--- src/sv/atpp_pkg.sv ---
// Shared types, character codes and helpers for the AT parameter parser.
package atpp_pkg;

  // Highest parameter number the format can describe
  localparam int MAX_PARAMS = 16;
  // Default depth of the result queue between parser and output
  localparam int QUEUE_DEPTH = 4;

  // Configuration register indexes
  localparam logic CFG_PARAM_KINDS = 1'b0;
  localparam logic CFG_PARAM_COUNT = 1'b1;

  // Character codes
  localparam logic [7:0] CH_COMMA  = 8'h2C;
  localparam logic [7:0] CH_QUOTE  = 8'h22;
  localparam logic [7:0] CH_BSLASH = 8'h5C;
  localparam logic [7:0] CH_ZERO   = 8'h30;
  localparam logic [7:0] CH_NINE   = 8'h39;
  localparam logic [7:0] CH_LC_A   = 8'h61;
  localparam logic [7:0] CH_LC_F   = 8'h66;
  localparam logic [7:0] CH_UC_A   = 8'h41;
  localparam logic [7:0] CH_UC_F   = 8'h46;

  // Request types on the input channel
  localparam logic REQ_CHAR = 1'b0;
  localparam logic REQ_END  = 1'b1;

  // Largest integer value; accumulator saturates here
  localparam logic [30:0] INT_MAX31 = 31'h7FFF_FFFF;

  typedef enum logic [1:0] {
    PK_SKIP = 2'd0,
    PK_INT  = 2'd1,
    PK_STR  = 2'd2,
    PK_HEX  = 2'd3
  } pkind_t;

  typedef enum logic [2:0] {
    OK_STR_BYTE = 3'd0,
    OK_HEX_BYTE = 3'd1,
    OK_COMPLETE = 3'd2,
    OK_DONE     = 3'd3,
    OK_ERROR    = 3'd4
  } out_kind_t;

  // One result item
  typedef struct packed {
    out_kind_t   kind;
    logic [4:0]  idx;
    logic [7:0]  data;
    logic [30:0] ival;
    logic [4:0]  tot;
  } atpp_res_t;

  // All results of one input item: one or two
  typedef struct packed {
    logic      two;
    atpp_res_t r0;
    atpp_res_t r1;
  } atpp_entry_t;

  function automatic atpp_res_t mk_res(out_kind_t kind, logic [4:0] idx,
                                       logic [7:0] data, logic [30:0] ival,
                                       logic [4:0] tot);
    atpp_res_t r;
    r.kind = kind;
    r.idx  = idx;
    r.data = data;
    r.ival = ival;
    r.tot  = tot;
    return r;
  endfunction

  // Hex digit decode: {valid, value}
  function automatic logic [4:0] hex_nibble(logic [7:0] c);
    logic [4:0] r;
    r = '0;
    if (c inside {[CH_ZERO:CH_NINE]}) begin
      r = {1'b1, 4'(c - CH_ZERO)};
    end else if (c inside {[CH_LC_A:CH_LC_F]}) begin
      r = {1'b1, 4'(c - CH_LC_A + 8'd10)};
    end else if (c inside {[CH_UC_A:CH_UC_F]}) begin
      r = {1'b1, 4'(c - CH_UC_A + 8'd10)};
    end
    return r;
  endfunction

endpackage

--- src/sv/atpp_front.sv ---
// Parser front end: configuration registers, character classification, result building.
module atpp_front import atpp_pkg::*; (
  input  logic        clk,
  input  logic        rst_n,
  input  logic        cfg_we,
  input  logic        cfg_index,
  input  logic [31:0] cfg_wdata,
  input  logic        in_valid,
  output logic        in_ready,
  input  logic        in_req_type,
  input  logic [7:0]  in_ch,
  input  logic        q_full,
  output logic        push,
  output atpp_entry_t push_entry
);

  logic [31:0] kinds_r;
  logic [4:0]  count_r;

  logic        in_quote_r, in_quote_nxt;
  logic        esc_r, esc_nxt;
  logic [5:0]  pn_r, pn_nxt;
  logic        start_r, start_nxt;
  logic        qs_r, qs_nxt;
  logic [7:0]  held_r, held_nxt;
  logic        held_v_r, held_v_nxt;
  logic [3:0]  hex_hi_r, hex_hi_nxt;
  logic        phase_r, phase_nxt;
  logic [30:0] acc_r, acc_nxt;
  logic        halted_r, halted_nxt;

  logic        accept;
  logic [4:0]  eff;
  logic        in_range;
  logic [3:0]  pidx;
  pkind_t      kind;
  logic [34:0] acc_wide;
  logic [4:0]  nib;
  logic        is_digit;

  atpp_res_t   res_a [2];
  logic [1:0]  n;
  logic        content_en;
  logic        end_ok;
  logic [4:0]  end_tot;

  assign in_ready = !q_full;
  assign accept   = in_valid && in_ready;

  // Effective parameter count and current parameter's kind
  assign eff      = (count_r > 5'(MAX_PARAMS)) ? 5'(MAX_PARAMS) : count_r;
  assign in_range = (pn_r <= {1'b0, eff});
  assign pidx     = 4'(pn_r - 6'd1);
  assign kind     = (pn_r == 6'd0 || pn_r > 6'd16) ? PK_SKIP
                                                   : pkind_t'(kinds_r[{pidx, 1'b0} +: 2]);

  // Decimal step: acc*10 + digit, checked for saturation
  assign is_digit = in_ch inside {[CH_ZERO:CH_NINE]};
  assign acc_wide = ({4'd0, acc_r} << 3) + ({4'd0, acc_r} << 1) + 35'(in_ch - CH_ZERO);
  assign nib      = hex_nibble(in_ch);

  // Configuration writes
  always_ff @(posedge clk) begin
    if (!rst_n) begin
      kinds_r <= '0;
      count_r <= '0;
    end else if (cfg_we) begin
      case (cfg_index)
        CFG_PARAM_KINDS: kinds_r <= cfg_wdata;
        CFG_PARAM_COUNT: count_r <= cfg_wdata[4:0];
        default: ;
      endcase
    end
  end

  // Parser next state and results
  always_comb begin
    in_quote_nxt = in_quote_r;
    esc_nxt      = esc_r;
    pn_nxt       = pn_r;
    start_nxt    = start_r;
    qs_nxt       = qs_r;
    held_nxt     = held_r;
    held_v_nxt   = held_v_r;
    hex_hi_nxt   = hex_hi_r;
    phase_nxt    = phase_r;
    acc_nxt      = acc_r;
    halted_nxt   = halted_r;
    res_a[0]     = '0;
    res_a[1]     = '0;
    n            = 2'd0;
    content_en   = 1'b0;
    end_ok       = 1'b1;
    end_tot      = eff;

    if (accept) begin
      if (in_req_type == REQ_END) begin
        if (!halted_r) begin
          if (in_range) begin
            end_tot = pn_r[4:0];
            if (in_quote_r || esc_r || (kind == PK_INT && start_r) ||
                (kind == PK_HEX && phase_r)) begin
              res_a[n[0]] = mk_res(OK_ERROR, pn_r[4:0], 8'd0, 31'd0, 5'd0);
              n = n + 2'd1;
              end_ok = 1'b0;
            end else begin
              res_a[n[0]] = mk_res(OK_COMPLETE, pn_r[4:0], 8'd0,
                                   (kind == PK_INT) ? acc_r : 31'd0, 5'd0);
              n = n + 2'd1;
            end
          end
          if (end_ok) begin
            res_a[n[0]] = mk_res(OK_DONE, 5'd0, 8'd0, 31'd0, end_tot);
            n = n + 2'd1;
          end
        end
        // Ready for a new text
        halted_nxt   = 1'b0;
        pn_nxt       = 6'd1;
        in_quote_nxt = 1'b0;
        esc_nxt      = 1'b0;
        start_nxt    = 1'b1;
        qs_nxt       = 1'b0;
        held_nxt     = 8'd0;
        held_v_nxt   = 1'b0;
        hex_hi_nxt   = 4'd0;
        phase_nxt    = 1'b0;
        acc_nxt      = 31'd0;
      end else if (!halted_r && in_range) begin
        // Quote and escape tracking
        if (esc_r) begin
          esc_nxt    = 1'b0;
          content_en = 1'b1;
        end else if (in_ch == CH_BSLASH) begin
          esc_nxt    = 1'b1;
          content_en = 1'b1;
        end else if (in_quote_r) begin
          if (in_ch == CH_QUOTE) begin
            in_quote_nxt = 1'b0;
          end
          content_en = 1'b1;
        end else if (in_ch == CH_QUOTE) begin
          in_quote_nxt = 1'b1;
          content_en   = 1'b1;
        end else if (in_ch == CH_COMMA) begin
          // Parameter boundary
          if ((kind == PK_INT && start_r) || (kind == PK_HEX && phase_r)) begin
            res_a[n[0]] = mk_res(OK_ERROR, pn_r[4:0], 8'd0, 31'd0, 5'd0);
            n = n + 2'd1;
            halted_nxt = 1'b1;
          end else begin
            res_a[n[0]] = mk_res(OK_COMPLETE, pn_r[4:0], 8'd0,
                                 (kind == PK_INT) ? acc_r : 31'd0, 5'd0);
            n = n + 2'd1;
            pn_nxt       = pn_r + 6'd1;
            in_quote_nxt = 1'b0;
            esc_nxt      = 1'b0;
            start_nxt    = 1'b1;
            qs_nxt       = 1'b0;
            held_nxt     = 8'd0;
            held_v_nxt   = 1'b0;
            hex_hi_nxt   = 4'd0;
            phase_nxt    = 1'b0;
            acc_nxt      = 31'd0;
          end
        end else begin
          content_en = 1'b1;
        end

        // Content handling by parameter kind
        if (content_en) begin
          start_nxt = 1'b0;
          case (kind)
            PK_INT: begin
              if (!is_digit) begin
                res_a[n[0]] = mk_res(OK_ERROR, pn_r[4:0], 8'd0, 31'd0, 5'd0);
                n = n + 2'd1;
                halted_nxt = 1'b1;
              end else if (|acc_wide[34:31]) begin
                acc_nxt = INT_MAX31;
              end else begin
                acc_nxt = acc_wide[30:0];
              end
            end
            PK_HEX: begin
              if (!nib[4]) begin
                res_a[n[0]] = mk_res(OK_ERROR, pn_r[4:0], 8'd0, 31'd0, 5'd0);
                n = n + 2'd1;
                halted_nxt = 1'b1;
              end else if (phase_r) begin
                res_a[n[0]] = mk_res(OK_HEX_BYTE, pn_r[4:0], {hex_hi_r, nib[3:0]},
                                     31'd0, 5'd0);
                n = n + 2'd1;
                phase_nxt = 1'b0;
              end else begin
                hex_hi_nxt = nib[3:0];
                phase_nxt  = 1'b1;
              end
            end
            PK_STR: begin
              if (start_r && in_ch == CH_QUOTE) begin
                qs_nxt = 1'b1;
              end else if (qs_r) begin
                // Hold back one char so the closing quote can be dropped
                if (held_v_r) begin
                  res_a[n[0]] = mk_res(OK_STR_BYTE, pn_r[4:0], held_r, 31'd0, 5'd0);
                  n = n + 2'd1;
                end
                held_nxt   = in_ch;
                held_v_nxt = 1'b1;
              end else begin
                res_a[n[0]] = mk_res(OK_STR_BYTE, pn_r[4:0], in_ch, 31'd0, 5'd0);
                n = n + 2'd1;
              end
            end
            default: ;
          endcase
        end
      end
    end
  end

  assign push            = accept && (n != 2'd0);
  assign push_entry.two  = n[1];
  assign push_entry.r0   = res_a[0];
  assign push_entry.r1   = res_a[1];

  // Parser state registers
  always_ff @(posedge clk) begin
    if (!rst_n) begin
      in_quote_r <= 1'b0;
      esc_r      <= 1'b0;
      pn_r       <= 6'd1;
      start_r    <= 1'b1;
      qs_r       <= 1'b0;
      held_r     <= 8'd0;
      held_v_r   <= 1'b0;
      hex_hi_r   <= 4'd0;
      phase_r    <= 1'b0;
      acc_r      <= 31'd0;
      halted_r   <= 1'b0;
    end else begin
      in_quote_r <= in_quote_nxt;
      esc_r      <= esc_nxt;
      pn_r       <= pn_nxt;
      start_r    <= start_nxt;
      qs_r       <= qs_nxt;
      held_r     <= held_nxt;
      held_v_r   <= held_v_nxt;
      hex_hi_r   <= hex_hi_nxt;
      phase_r    <= phase_nxt;
      acc_r      <= acc_nxt;
      halted_r   <= halted_nxt;
    end
  end

endmodule

--- src/sv/atpp_queue.sv ---
// Result queue between parser front end and output sequencer.
module atpp_queue import atpp_pkg::*; #(
  parameter int DEPTH = QUEUE_DEPTH
) (
  input  logic        clk,
  input  logic        rst_n,
  input  logic        push,
  input  atpp_entry_t push_entry,
  input  logic        pop,
  output logic        full,
  output logic        empty,
  output atpp_entry_t head
);

  localparam int PW = (DEPTH > 1) ? $clog2(DEPTH) : 1;
  localparam int CW = $clog2(DEPTH + 1);

  atpp_entry_t    mem_r [DEPTH];
  logic [PW-1:0]  wr_ptr_r, wr_ptr_nxt;
  logic [PW-1:0]  rd_ptr_r, rd_ptr_nxt;
  logic [CW-1:0]  cnt_r, cnt_nxt;
  logic           do_push, do_pop;

  assign full    = (cnt_r == CW'(DEPTH));
  assign empty   = (cnt_r == '0);
  assign do_push = push && !full;
  assign do_pop  = pop && !empty;
  assign head    = mem_r[rd_ptr_r];

  // Pointer and fill count update
  always_comb begin
    wr_ptr_nxt = wr_ptr_r;
    rd_ptr_nxt = rd_ptr_r;
    cnt_nxt    = cnt_r;
    if (do_push) begin
      wr_ptr_nxt = (wr_ptr_r == PW'(DEPTH - 1)) ? '0 : wr_ptr_r + PW'(1);
    end
    if (do_pop) begin
      rd_ptr_nxt = (rd_ptr_r == PW'(DEPTH - 1)) ? '0 : rd_ptr_r + PW'(1);
    end
    if (do_push && !do_pop) begin
      cnt_nxt = cnt_r + CW'(1);
    end else if (do_pop && !do_push) begin
      cnt_nxt = cnt_r - CW'(1);
    end
  end

  always_ff @(posedge clk) begin
    if (!rst_n) begin
      wr_ptr_r <= '0;
      rd_ptr_r <= '0;
      cnt_r    <= '0;
    end else begin
      wr_ptr_r <= wr_ptr_nxt;
      rd_ptr_r <= rd_ptr_nxt;
      cnt_r    <= cnt_nxt;
    end
  end

  // Entry storage
  always_ff @(posedge clk) begin
    if (do_push) begin
      mem_r[wr_ptr_r] <= push_entry;
    end
  end

endmodule

--- src/sv/atpp_back.sv ---
// Output sequencer: plays out the one or two results of each queued entry.
module atpp_back import atpp_pkg::*; (
  input  logic        clk,
  input  logic        rst_n,
  input  logic        q_empty,
  input  atpp_entry_t head,
  output logic        pop,
  output logic        out_valid,
  input  logic        out_ready,
  output logic [2:0]  out_kind,
  output logic [4:0]  out_param_index,
  output logic [7:0]  out_data_byte,
  output logic [30:0] out_int_value,
  output logic [4:0]  out_total,
  output logic        out_last
);

  logic      sub_r, sub_nxt;
  logic      fire;
  atpp_res_t sel;

  assign out_valid = !q_empty;
  assign sel       = sub_r ? head.r1 : head.r0;
  assign out_last  = !head.two || sub_r;
  assign fire      = out_valid && out_ready;
  assign pop       = fire && out_last;

  assign out_kind        = sel.kind;
  assign out_param_index = sel.idx;
  assign out_data_byte   = sel.data;
  assign out_int_value   = sel.ival;
  assign out_total       = sel.tot;

  // Second-result select
  always_comb begin
    sub_nxt = sub_r;
    if (fire) begin
      sub_nxt = !out_last;
    end
  end

  always_ff @(posedge clk) begin
    if (!rst_n) begin
      sub_r <= 1'b0;
    end else begin
      sub_r <= sub_nxt;
    end
  end

endmodule

--- src/sv/at_param_parser.sv ---
// Top level of the AT parameter parser: front end, result queue, output sequencer.
//
// Usage:
//   Configure param_kinds (cfg_index 0) and param_count (cfg_index 1) through
//   the write port while the block is idle. Then send the parameter text one
//   character per transfer on the in_ channel (in_req_type 0), closed by an
//   end-of-text transfer (in_req_type 1).
//   Each transfer yields zero, one or two results on the out_ channel; the
//   final result of a transfer carries out_last.
// Flow:
//   One character is taken per cycle while in_ready is high. Results pass
//   through the result queue to the out_ channel. An end of text that
//   completes a parameter and reports done yields two results.
// Stalls:
//   While out_ready is low, results wait in a queue of QUEUE_DEPTH_P entries
//   (one entry per transfer that yields results); in_ready drops only when full.
// Reset:
//   Synchronous, active low. Clears both configuration registers, the parser
//   state and the queue. After an error the parser ignores text until the
//   next end of text, which gives no result.
module at_param_parser import atpp_pkg::*; #(
  parameter int QUEUE_DEPTH_P = QUEUE_DEPTH
) (
  input  logic        clk,
  input  logic        rst_n,
  input  logic        cfg_we,
  input  logic        cfg_index,
  input  logic [31:0] cfg_wdata,
  input  logic        in_valid,
  output logic        in_ready,
  input  logic        in_req_type,
  input  logic [7:0]  in_ch,
  output logic        out_valid,
  input  logic        out_ready,
  output logic [2:0]  out_kind,
  output logic [4:0]  out_param_index,
  output logic [7:0]  out_data_byte,
  output logic [30:0] out_int_value,
  output logic [4:0]  out_total,
  output logic        out_last
);

  logic        q_full, q_empty, q_push, q_pop;
  atpp_entry_t q_wentry, q_head;

  atpp_front u_front (
    .clk        (clk),
    .rst_n      (rst_n),
    .cfg_we     (cfg_we),
    .cfg_index  (cfg_index),
    .cfg_wdata  (cfg_wdata),
    .in_valid   (in_valid),
    .in_ready   (in_ready),
    .in_req_type(in_req_type),
    .in_ch      (in_ch),
    .q_full     (q_full),
    .push       (q_push),
    .push_entry (q_wentry)
  );

  atpp_queue #(.DEPTH(QUEUE_DEPTH_P)) u_queue (
    .clk        (clk),
    .rst_n      (rst_n),
    .push       (q_push),
    .push_entry (q_wentry),
    .pop        (q_pop),
    .full       (q_full),
    .empty      (q_empty),
    .head       (q_head)
  );

  atpp_back u_back (
    .clk            (clk),
    .rst_n          (rst_n),
    .q_empty        (q_empty),
    .head           (q_head),
    .pop            (q_pop),
    .out_valid      (out_valid),
    .out_ready      (out_ready),
    .out_kind       (out_kind),
    .out_param_index(out_param_index),
    .out_data_byte  (out_data_byte),
    .out_int_value  (out_int_value),
    .out_total      (out_total),
    .out_last       (out_last)
  );

  // Done always closes the results of its transfer
  a_done_last: assert property (@(posedge clk) disable iff (!rst_n)
    out_valid && out_kind == OK_DONE |-> out_last)
    else $error("done result without last");

  // An error always closes the results of its transfer
  a_err_last: assert property (@(posedge clk) disable iff (!rst_n)
    out_valid && out_kind == OK_ERROR |-> out_last)
    else $error("error result without last");

  // Reported count never exceeds the parameter limit
  a_done_total: assert property (@(posedge clk) disable iff (!rst_n)
    out_valid && out_kind == OK_DONE |-> out_total <= 5'(MAX_PARAMS))
    else $error("done total out of range");

  // The front end never pushes into a full queue
  a_push_no_overflow: assert property (@(posedge clk) disable iff (!rst_n)
    q_full |-> !q_push)
    else $error("push into full queue");

endmodule
--- config.mk ---
export PLATFORM = sky130hd
export DESIGN_NAME = at_param_parser
export DESIGN_NICKNAME = d
export VERILOG_FILES = /design/src/sv/atpp_pkg.sv /design/src/sv/atpp_front.sv /design/src/sv/atpp_queue.sv /design/src/sv/atpp_back.sv /design/src/sv/at_param_parser.sv
export SDC_FILE = /design/constraint.sdc
export NUM_CORES = 1
export LEC_CHECK = 0
export BUFFER_PORTS_ARGS = -buffer_cell sky130_fd_sc_hd__buf_2
export CORE_MARGIN = 2
export CORE_UTILIZATION = 65
export CTS_CLUSTER_SIZE = 25
export DETAILED_ROUTE_END_ITERATION = 6
export PLACE_DENSITY = 0.92
export REMOVE_ABC_BUFFERS = 1
export SYNTH_ARGS = -nofsm -noshare
export SYNTH_HDL_FRONTEND = slang
export SYNTH_SLANG_ARGS = --single-unit
export TNS_END_PERCENT = 10
--- constraint.sdc ---
create_clock -name clk -period 10.2 [get_ports clk]
set_clock_uncertainty 0.2 [all_clocks]
set_input_delay 0.51 -clock clk [delete_from_list [all_inputs] [get_ports clk]]
set_output_delay 0.51 -clock clk [all_outputs]
set_load 0.02 [all_outputs]
==> results.sh, run 1 <==
export IMPL_run_status="finished clean"
export IMPL_std_cell_rows=63
export IMPL_ir_worst_vdd_v=0.000134
export IMPL_drc=0
export IMPL_postLayoutCellArea_um2=21600
export IMPL_area_growth_syn_to_layout_pct=10.8
export IMPL_fp_dieH_um=177
export IMPL_period_share_pct=57.0
export IMPL_grt_overflow=0
export IMPL_clockBufferDepth=3
export IMPL_post_dp_cell_area_um2=20400
export IMPL_dieArea_um2=31400
export IMPL_antenna_found_initial=5
export IMPL_maxCapViolations=0
export IMPL_p_sw_w=0.00117
export IMPL_setup_ws_ns=4.39
export IMPL_grtUsageTotal_pct=28.6
export IMPL_wire_per_inst_um=21.3
export IMPL_clock_sinks=399
export IMPL_grt_max_degree=74
export IMPL_synth_seq_cells=399
export IMPL_avgSynthCellArea_um2=13.0
export IMPL_vias=12900
export IMPL_viasPerCell=6.30
export IMPL_cts_root_buf="clkbuf_16"
export IMPL_finalMaxSlewViolations=0
export IMPL_start_util_pct=65.9
export IMPL_cp_start_kind="flop"
export IMPL_worst_path_max_fanout=50
export IMPL_yosysWarnings=0
export IMPL_place_ws_ns=4.06
export IMPL_clk_latency_ns=0.53
export IMPL_synth_area_um2=19500
export IMPL_p_leak_nw=7.86
export IMPL_synth_edf_count=296
export IMPL_cts_hold_buffers=0
export IMPL_routabilityCongestion=0.959
export IMPL_timing_slew_headroom_pct=24.5
export IMPL_cts_buffers=39
export IMPL_postRouteAntennaNets=0
export IMPL_grt_pass1_vias=13100
export IMPL_core_um2=29600
export IMPL_crit_slowest_cell="dfxtp_1"
export IMPL_max_freq_mhz=172
export IMPL_async_flop_share_pct=0
export IMPL_drt_iter0_markers=1422
export IMPL_p_clk_share_pct=33.0
export IMPL_min_path_type="input pin to flop"
export IMPL_swShare_pct=28.4
export IMPL_rrSetupSlack_ns=4.39
export IMPL_seq_power_share_pct=45.5
export IMPL_utilization_pct=73.0
export IMPL_pwr_share_comb_pct=21.5
export IMPL_hold_violations=0
export IMPL_tightest_slew_ns=1.13
export IMPL_cp_end_kind="flop"
export IMPL_port_buffer_count=101
export IMPL_cts_tree="done"
export IMPL_drt_wl_total_um=43600
export IMPL_synth_cells=1501
export IMPL_timing_critical_path_slowest_cell_delay_ns=0.94
export IMPL_cts_resized=0
export IMPL_drive_gt1_share_pct=18.5
export IMPL_endpoint="u_queue.mem_r[1][63]$_DFFE_PP_"
export IMPL_synthFlopType="edfxtp_1"
export IMPL_clk_pin_slew_ns=0.06
export IMPL_finalSetupTns_ns=0
export IMPL_grt_pass1_wl_um=69800
export IMPL_period_minus_slack_ns=5.81
export IMPL_worstSetupStartpoint="u_front.pn_r[0]$_SDFFE_PN1P_"
export IMPL_internal_power_w=0.00295
export IMPL_critical_path_arrival_ns=5.76
export IMPL_ys_seq_area_share_pct=56.2
export IMPL_path_cells="inv_1 -> ha_1 -> mux4_2 -> mux2i_1 -> mux2i_2 -> and2_1 -> a31oi_1 -> o31ai_1 -> nor2_1 -> or2_2 -> inv_2 -> and2_4 -> buf_4"
export IMPL_r2r_end="u_queue.mem_r[1][63]$_DFFE_PP_"
export IMPL_crit_required_ns=10.15
export IMPL_rsz0062_at_grt="no"
export IMPL_nets=1764
export IMPL_postCtsSetupBuffers=0
export IMPL_first_pass_iters=7
export IMPL_dp_hpwl_um=28500
export IMPL_r2r_cells=13
export IMPL_synth_cell_types=82
export IMPL_critPathKind="flop to flop"
export IMPL_die_x_um=177
export IMPL_pwr_density_cell_nw_per_um2=191
export IMPL_h_tree_depth=2
export IMPL_ios=102
export IMPL_r2r_start="u_front.pn_r[0]$_SDFFE_PN1P_"
export IMPL_setup_viol=0
[cell families (layout without fill, tap and decap cells)]
group / Yosys count / count (layout) / synth area share, %
AO/OA/AOI/OAI: 281 / 281 / 8.94
flip-flops: 399 / 399 / 56.2
multiplexers: 116 / 116 / 11.4
other: 1 / 53 / 0.0192
XOR/XNOR: 43 / 43 / 2.03
adder cells (fa/ha/maj): 93 / 93 / 7.17
buffers and inverters: 132 / 232 / 2.92
AND/OR/NAND/NOR: 436 / 436 / 11.3
[power groups by stage]
| stage | Combinational [W] | Clock, W | Sequential [W] |
|---|---|---|---|
| after floorplan | 0.000609 | 0 | 0.00193 |
| after global placement | 0.000855 | 0 | 0.00190 |
| after detailed placement | 0.000877 | 0 | 0.00191 |
| after CTS | 0.000889 | 0.00137 | 0.00188 |
| after global routing | 0.000955 | 0.00144 | 0.00189 |
| final | 0.000885 | 0.00136 | 0.00188 |
[cell usage in the layout (no fill, tap or decap), types with 7 or more instances in the layout]
cell and instances:
nor2b_1 38, nor2_1 85, a211oi_1 14, or3_1 7, o211ai_1 12, dfxtp_1 100, nand4_1 14, inv_1 47
buf_2 101, and2_1 51, a21o_1 12, clkbuf_16 39, o31ai_1 7, nand2_1 143, a22oi_1 7, xor2_1 16
mux4_2 82, a22o_1 12, xnor2_1 26, conb_1 52, nor3_1 15, o21ai_0 47, mux2i_1 11, edfxtp_1 296
a21oi_1 110, o21ai_1 8, a31oi_1 9, buf_4 12, clkbuf_1 11, ha_1 62, mux2_2 22, nand3_1 32
fa_1 31
[per-stage QoR]
| step | hold slack (ns) | cells | power, W |
|---|---|---|---|
| 3_5_place_dp | 0.246 | 1973 | 0.00279 |
| 6_report | 0.0108 | 2043 | 0.00412 |
| 3_3_place_gp | 0.240 | 1973 | 0.00276 |
| 2_1_floorplan | 0.233 | 1470 | 0.00254 |
| 4_1_cts | 0.00679 | 2042 | 0.00414 |
| 5_1_grt | 0.0142 | 2042 | 0.00428 |
[registers in the layout, indices dropped and copies added (netlist names), named ones only]
| signal | count |
|---|---|
| u_queue.cnt_r | 3 |
| u_front.start_r | 1 |
| u_front.hex_hi_r | 4 |
| u_front.pn_r | 6 |
| u_queue.wr_ptr_r | 2 |
| u_front.held_v_r | 1 |
| u_front.held_r | 8 |
| u_front.halted_r | 1 |
| u_queue.rd_ptr_r | 2 |
| u_front.esc_r | 1 |
| u_front.count_r | 5 |
| u_queue.mem_r | 296 |
| u_front.phase_r | 1 |
| u_front.kinds_r | 32 |
| u_front.acc_r | 31 |
| u_front.in_quote_r | 1 |
| u_back.sub_r | 1 |
| u_front.qs_r | 1 |
[synthesized netlist by cell type, types with 12 or more instances]
| cell type | number | area share, % |
|---|---|---|
| nand2_1 | 143 | 2.8 |
| buf_1 | 15 | 0.29 |
| edfxtp_1 | 296 | 46 |
| ha_1 | 62 | 4.0 |
| nor2_1 | 86 | 1.7 |
| nor2b_1 | 39 | 1.3 |
| nand3_1 | 32 | 0.82 |
| nand4_1 | 14 | 0.45 |
| xnor2_1 | 26 | 1.2 |
| mux2_2 | 22 | 1.3 |
| a211oi_1 | 14 | 0.54 |
| a22o_1 | 12 | 0.54 |
| a21o_1 | 12 | 0.46 |
| a21oi_1 | 110 | 2.8 |
| xor2_1 | 16 | 0.72 |
| o211ai_1 | 12 | 0.46 |
| nor3_1 | 15 | 0.39 |
| fa_1 | 31 | 3.2 |
| clkbuf_1 | 50 | 0.96 |
| and2_1 | 55 | 1.8 |
| dfxtp_1 | 103 | 11 |
| mux4_2 | 82 | 9.5 |
| o21ai_0 | 47 | 1.2 |
| inv_1 | 48 | 0.92 |
[cell type report]
| cell class | instances | area [um^2] |
|---|---|---|
| multi-input combinational | 1021 | 8170 |
| tap | 390 | 488 |
| clock inverter | 18 | 159 |
| inverter | 50 | 188 |
| fill | 1826 | 7970 |
| sequential | 399 | 11000 |
| clock buffer | 51 | 1030 |
| antenna | 1 | 2.50 |
| timing repair buffer | 113 | 596 |
[per-layer routing]
layer	global-route usage [%]	part of all wire [%]	up-vias
met5	0	0.089	-
met4	7.78	2.2	6
met3	4.73	7.3	92
met2	48.1	50	601
met1	39.0	40	6390
li1	-	-	5785
[critical path: cells and delay by family, from the launching register on]
kind / cells / cell delay (ns)
compound gates: 2 / 0.42
buf+inv: 3 / 1.04
mux: 3 / 0.95
fa+ha+maj: 1 / 0.62
simple gates: 4 / 1.17
flops: 1 / 0.94
[worst min-delay path by stage]
| stage | start | end | slack, ns | cells past startpoint |
|---|---|---|---|---|
| 4_1_cts | cfg_wdata[19] | u_front.kinds_r[19]$_SDFFE_PN0P_ | 0.007 | 3 |
| 5_1_grt | cfg_wdata[19] | u_front.kinds_r[19]$_SDFFE_PN0P_ | 0.01 | 3 |
| 6_report | cfg_wdata[27] | u_front.kinds_r[27]$_SDFFE_PN0P_ | 0.01 | 3 |
| 2_1_floorplan | u_front.kinds_r[10]$_SDFFE_PN0P_ | u_front.kinds_r[10]$_SDFFE_PN0P_ | 0.23 | 2 |
| 3_5_place_dp | u_front.kinds_r[17]$_SDFFE_PN0P_ | u_front.kinds_r[17]$_SDFFE_PN0P_ | 0.25 | 2 |
| 3_3_place_gp | u_front.kinds_r[12]$_SDFFE_PN0P_ | u_front.kinds_r[12]$_SDFFE_PN0P_ | 0.24 | 2 |
Power figures use the tool's default switching activity.
==> run 2: changes to the inputs <==
--- a/config.mk
+++ b/config.mk
@@ -7,10 +7,10 @@
 export LEC_CHECK = 0
 export BUFFER_PORTS_ARGS = -buffer_cell sky130_fd_sc_hd__buf_2
 export CORE_MARGIN = 2
-export CORE_UTILIZATION = 65
+export CORE_UTILIZATION = 62
 export CTS_CLUSTER_SIZE = 25
 export DETAILED_ROUTE_END_ITERATION = 6
-export PLACE_DENSITY = 0.92
+export PLACE_DENSITY = 0.89
 export REMOVE_ABC_BUFFERS = 1
 export SYNTH_ARGS = -nofsm -noshare
 export SYNTH_HDL_FRONTEND = slang
==> constraint.sdc (replaced) <==
create_clock -name clk -period 6.1 [get_ports clk]
set_clock_uncertainty 0.2 [all_clocks]
set_input_delay 0.305 -clock clk [delete_from_list [all_inputs] [get_ports clk]]
set_output_delay 0.305 -clock clk [all_outputs]
set_load 0.02 [all_outputs]
==> run 2 against run 1 <==
  * Utilization down 0.65 points
  * Final area up 3.1%
  * Setup slack got worse by 3.5 ns
  * Highest routed layer is now met4
==> results.sh, run 2 (synthesis results as in run 1) <==
export IMPL_run_status="finished clean"
export IMPL_r2r_cells=18
export IMPL_drc=0
export IMPL_r2r_start="u_front.pn_r[0]$_SDFFE_PN1P_"
export IMPL_n_fill_cell=1898
export IMPL_nets=1817
export IMPL_worst_path_max_fanout=26
export IMPL_crit_slowest_cell="dlygate4sd3_1"
export IMPL_clk_latency_ns=0.55
export IMPL_area_growth_syn_to_layout_pct=14.3
export IMPL_cts_resized=0
export IMPL_h_tree_depth=2
export IMPL_std_cell_rows=64
export IMPL_period_share_pct=85.0
export IMPL_regMostFlops="u_queue.mem_r"
export IMPL_drive_gt1_share_pct=18.5
export IMPL_ir_worst_vdd_v=0.000227
export IMPL_cp_end_kind="flop"
export IMPL_cp_start_kind="input pin"
export IMPL_cts_tree="done"
export IMPL_die_x_um=181
export IMPL_start_util_pct=63.4
export IMPL_setup_viol=0
export IMPL_viasPerCell=6.18
export IMPL_final_cell_mix="edfxtp_1, nand2_1, a21oi_1"
export IMPL_antenna_found_initial=1
export IMPL_instances_no_fill=2106
export IMPL_routabilityCongestion=0.937
export IMPL_holdPathEnd="u_queue.wr_ptr_r[0]$_SDFFE_PN0P_"
export IMPL_finalMaxSlewViolations=0
export IMPL_port_buffer_count=101
export IMPL_fp_dieH_um=181
export IMPL_cts_buffers=41
export IMPL_place_ws_ns=1.07
export IMPL_period_minus_slack_ns=5.19
export IMPL_placed_cells=1985
export IMPL_path_cells="dlygate4sd3_1 -> buf_2 -> or2_2 -> nor2_2 -> buf_4 -> fa_1 -> ha_1 -> a21oi_1 -> o211ai_1 -> a211oi_1 -> o21ai_0 -> a21oi_1 -> xnor2_1 -> nand4_1 -> buf_4 -> nor2_1 -> a311oi_1"
export IMPL_p_leak_nw=8.14
export IMPL_critPathKind="input pin to flop"
export IMPL_clock_sinks=399
export IMPL_finalSetupTns_ns=0
export IMPL_largest_reg_flops=296
export IMPL_wire_per_inst_um=21.2
export IMPL_hold_start="in_valid"
export IMPL_maxCapViolations=0
export IMPL_top_regs="u_queue.mem_r (296), u_front.kinds_r (32), u_front.acc_r (31)"
export IMPL_pwr_density_cell_nw_per_um2=319
export IMPL_timing_critical_path_slowest_cell_delay_ns=0.56
export IMPL_rsz0062_at_grt="no"
export IMPL_drt_iter0_markers=1294
export IMPL_grt_pass1_vias=13400
export IMPL_grt_overflow=0
export IMPL_rrSetupSlack_ns=1.35
export IMPL_critical_path_arrival_ns=5.37
export IMPL_grt_pass1_wl_um=72200
export IMPL_setup_ws_ns=0.913
export IMPL_whs_path_depth=6
export IMPL_layout_commonest_cell="edfxtp_1"
export IMPL_min_path_type="input pin to flop"
export IMPL_drt_wl_total_um=44700
export IMPL_dieArea_um2=32900
export IMPL_crit_required_ns=6.28
export IMPL_r2r_end="u_queue.cnt_r[2]$_SDFFE_PN0P_"
export IMPL_first_pass_iters=6
export IMPL_clockBufferDepth=3
export IMPL_ios=102
export IMPL_tightest_slew_ns=1.19
export IMPL_postRouteAntennaNets=0
export IMPL_hold_violations=0
export IMPL_core_um2=30700
export IMPL_max_freq_mhz=193
export IMPL_grt_max_degree=75
export IMPL_dp_hpwl_um=28100
export IMPL_timing_slew_headroom_pct=20.2
export IMPL_cts_root_buf="clkbuf_16"
export IMPL_clk_pin_slew_ns=0.06
export IMPL_grtUsageTotal_pct=27.9
export IMPL_vias=13000
[run 2: changes by cell type in the layout (fill, tap and decap cells not counted), moves of 3 or more]
| cell | previous run | this run |
|---|---|---|
| buf_12 | 0 | 4 |
| clkbuf_1 | 11 | 14 |
| clkbuf_8 | 1 | 5 |
| clkinv_2 | 6 | 2 |
| dlygate4sd3_1 | 0 | 45 |
| inv_6 | 1 | 4 |
[run 2: report_power, final]
part           leakage (nW)  internal, W  switching (W)
Sequential             3.55      0.00304      0.0000862
Combinational          3.96     0.000637       0.000896
Clock                 0.636      0.00140        0.00103
Total                  8.14      0.00508        0.00202
[run 2: stage by stage]
stage	hold slack (ns)	util, %	power, W	area, um^2
floorplan	0.181	-	0.00425	19300
global placement	0.240	66.7	0.00464	20500
detailed placement	0.243	66.7	0.00468	20500
CTS	0.101	72.4	0.00711	22300
global route	0.153	72.4	0.00736	22300
finish	0.125	72.4	0.00710	22300
[run 2: area by class of cell]
cell class                 count  area (um^2)  share of cell area, %
multi-input combinational   1021         8170                   36.7
antenna                        1         2.50                 0.0112
clock buffer                  60         1150                   5.15
timing repair buffer         164         1140                   5.13
clock inverter                15          158                  0.708
inverter                      50          188                  0.843
sequential                   399        11000                   49.2
tap                          396          495                   2.23
[run 2: critical path, delay by kind of cell]
kind                     cells  cell delay, ns
AO/OA/AOI/OAI                6            1.48
XOR/XNOR                     1            0.14
adder cells (fa/ha/maj)      2            0.88
buffers and inverters        4            1.45
AND/OR/NAND/NOR              4            1.09
[run 2: worst max-delay path by stage]
stage	start	endpoint	slack [ns]	cells past startpoint
2_1_floorplan	u_front.pn_r[0]$_SDFFE_PN1P_	u_queue.mem_r[3][0]$_DFFE_PP_	0.24	11
3_3_place_gp	in_ch[6]	u_front.acc_r[19]$_SDFFE_PN0P_	1.23	17
3_5_place_dp	in_ch[6]	u_front.acc_r[19]$_SDFFE_PN0P_	1.07	16
4_1_cts	in_ch[6]	u_front.acc_r[19]$_SDFFE_PN0P_	0.96	17
5_1_grt	in_ch[4]	u_front.acc_r[19]$_SDFFE_PN0P_	0.63	17
6_report	in_ch[6]	u_front.acc_r[19]$_SDFFE_PN0P_	0.91	17
[run 2: repair_timing]
action,CTS,global route
hold endpoints to repair,49,0
setup buffers,0,0
hold buffers,45,0
[run 2: routing by layer]
metal / track usage, % / part of all wire, % / vias to the layer above
met5: 0 / 0 / -
met4: 8.91 / 2.7 / 0
met3: 3.55 / 6.5 / 123
met2: 45.8 / 49 / 587
met1: 39.2 / 42 / 6386
li1: - / - / 5910
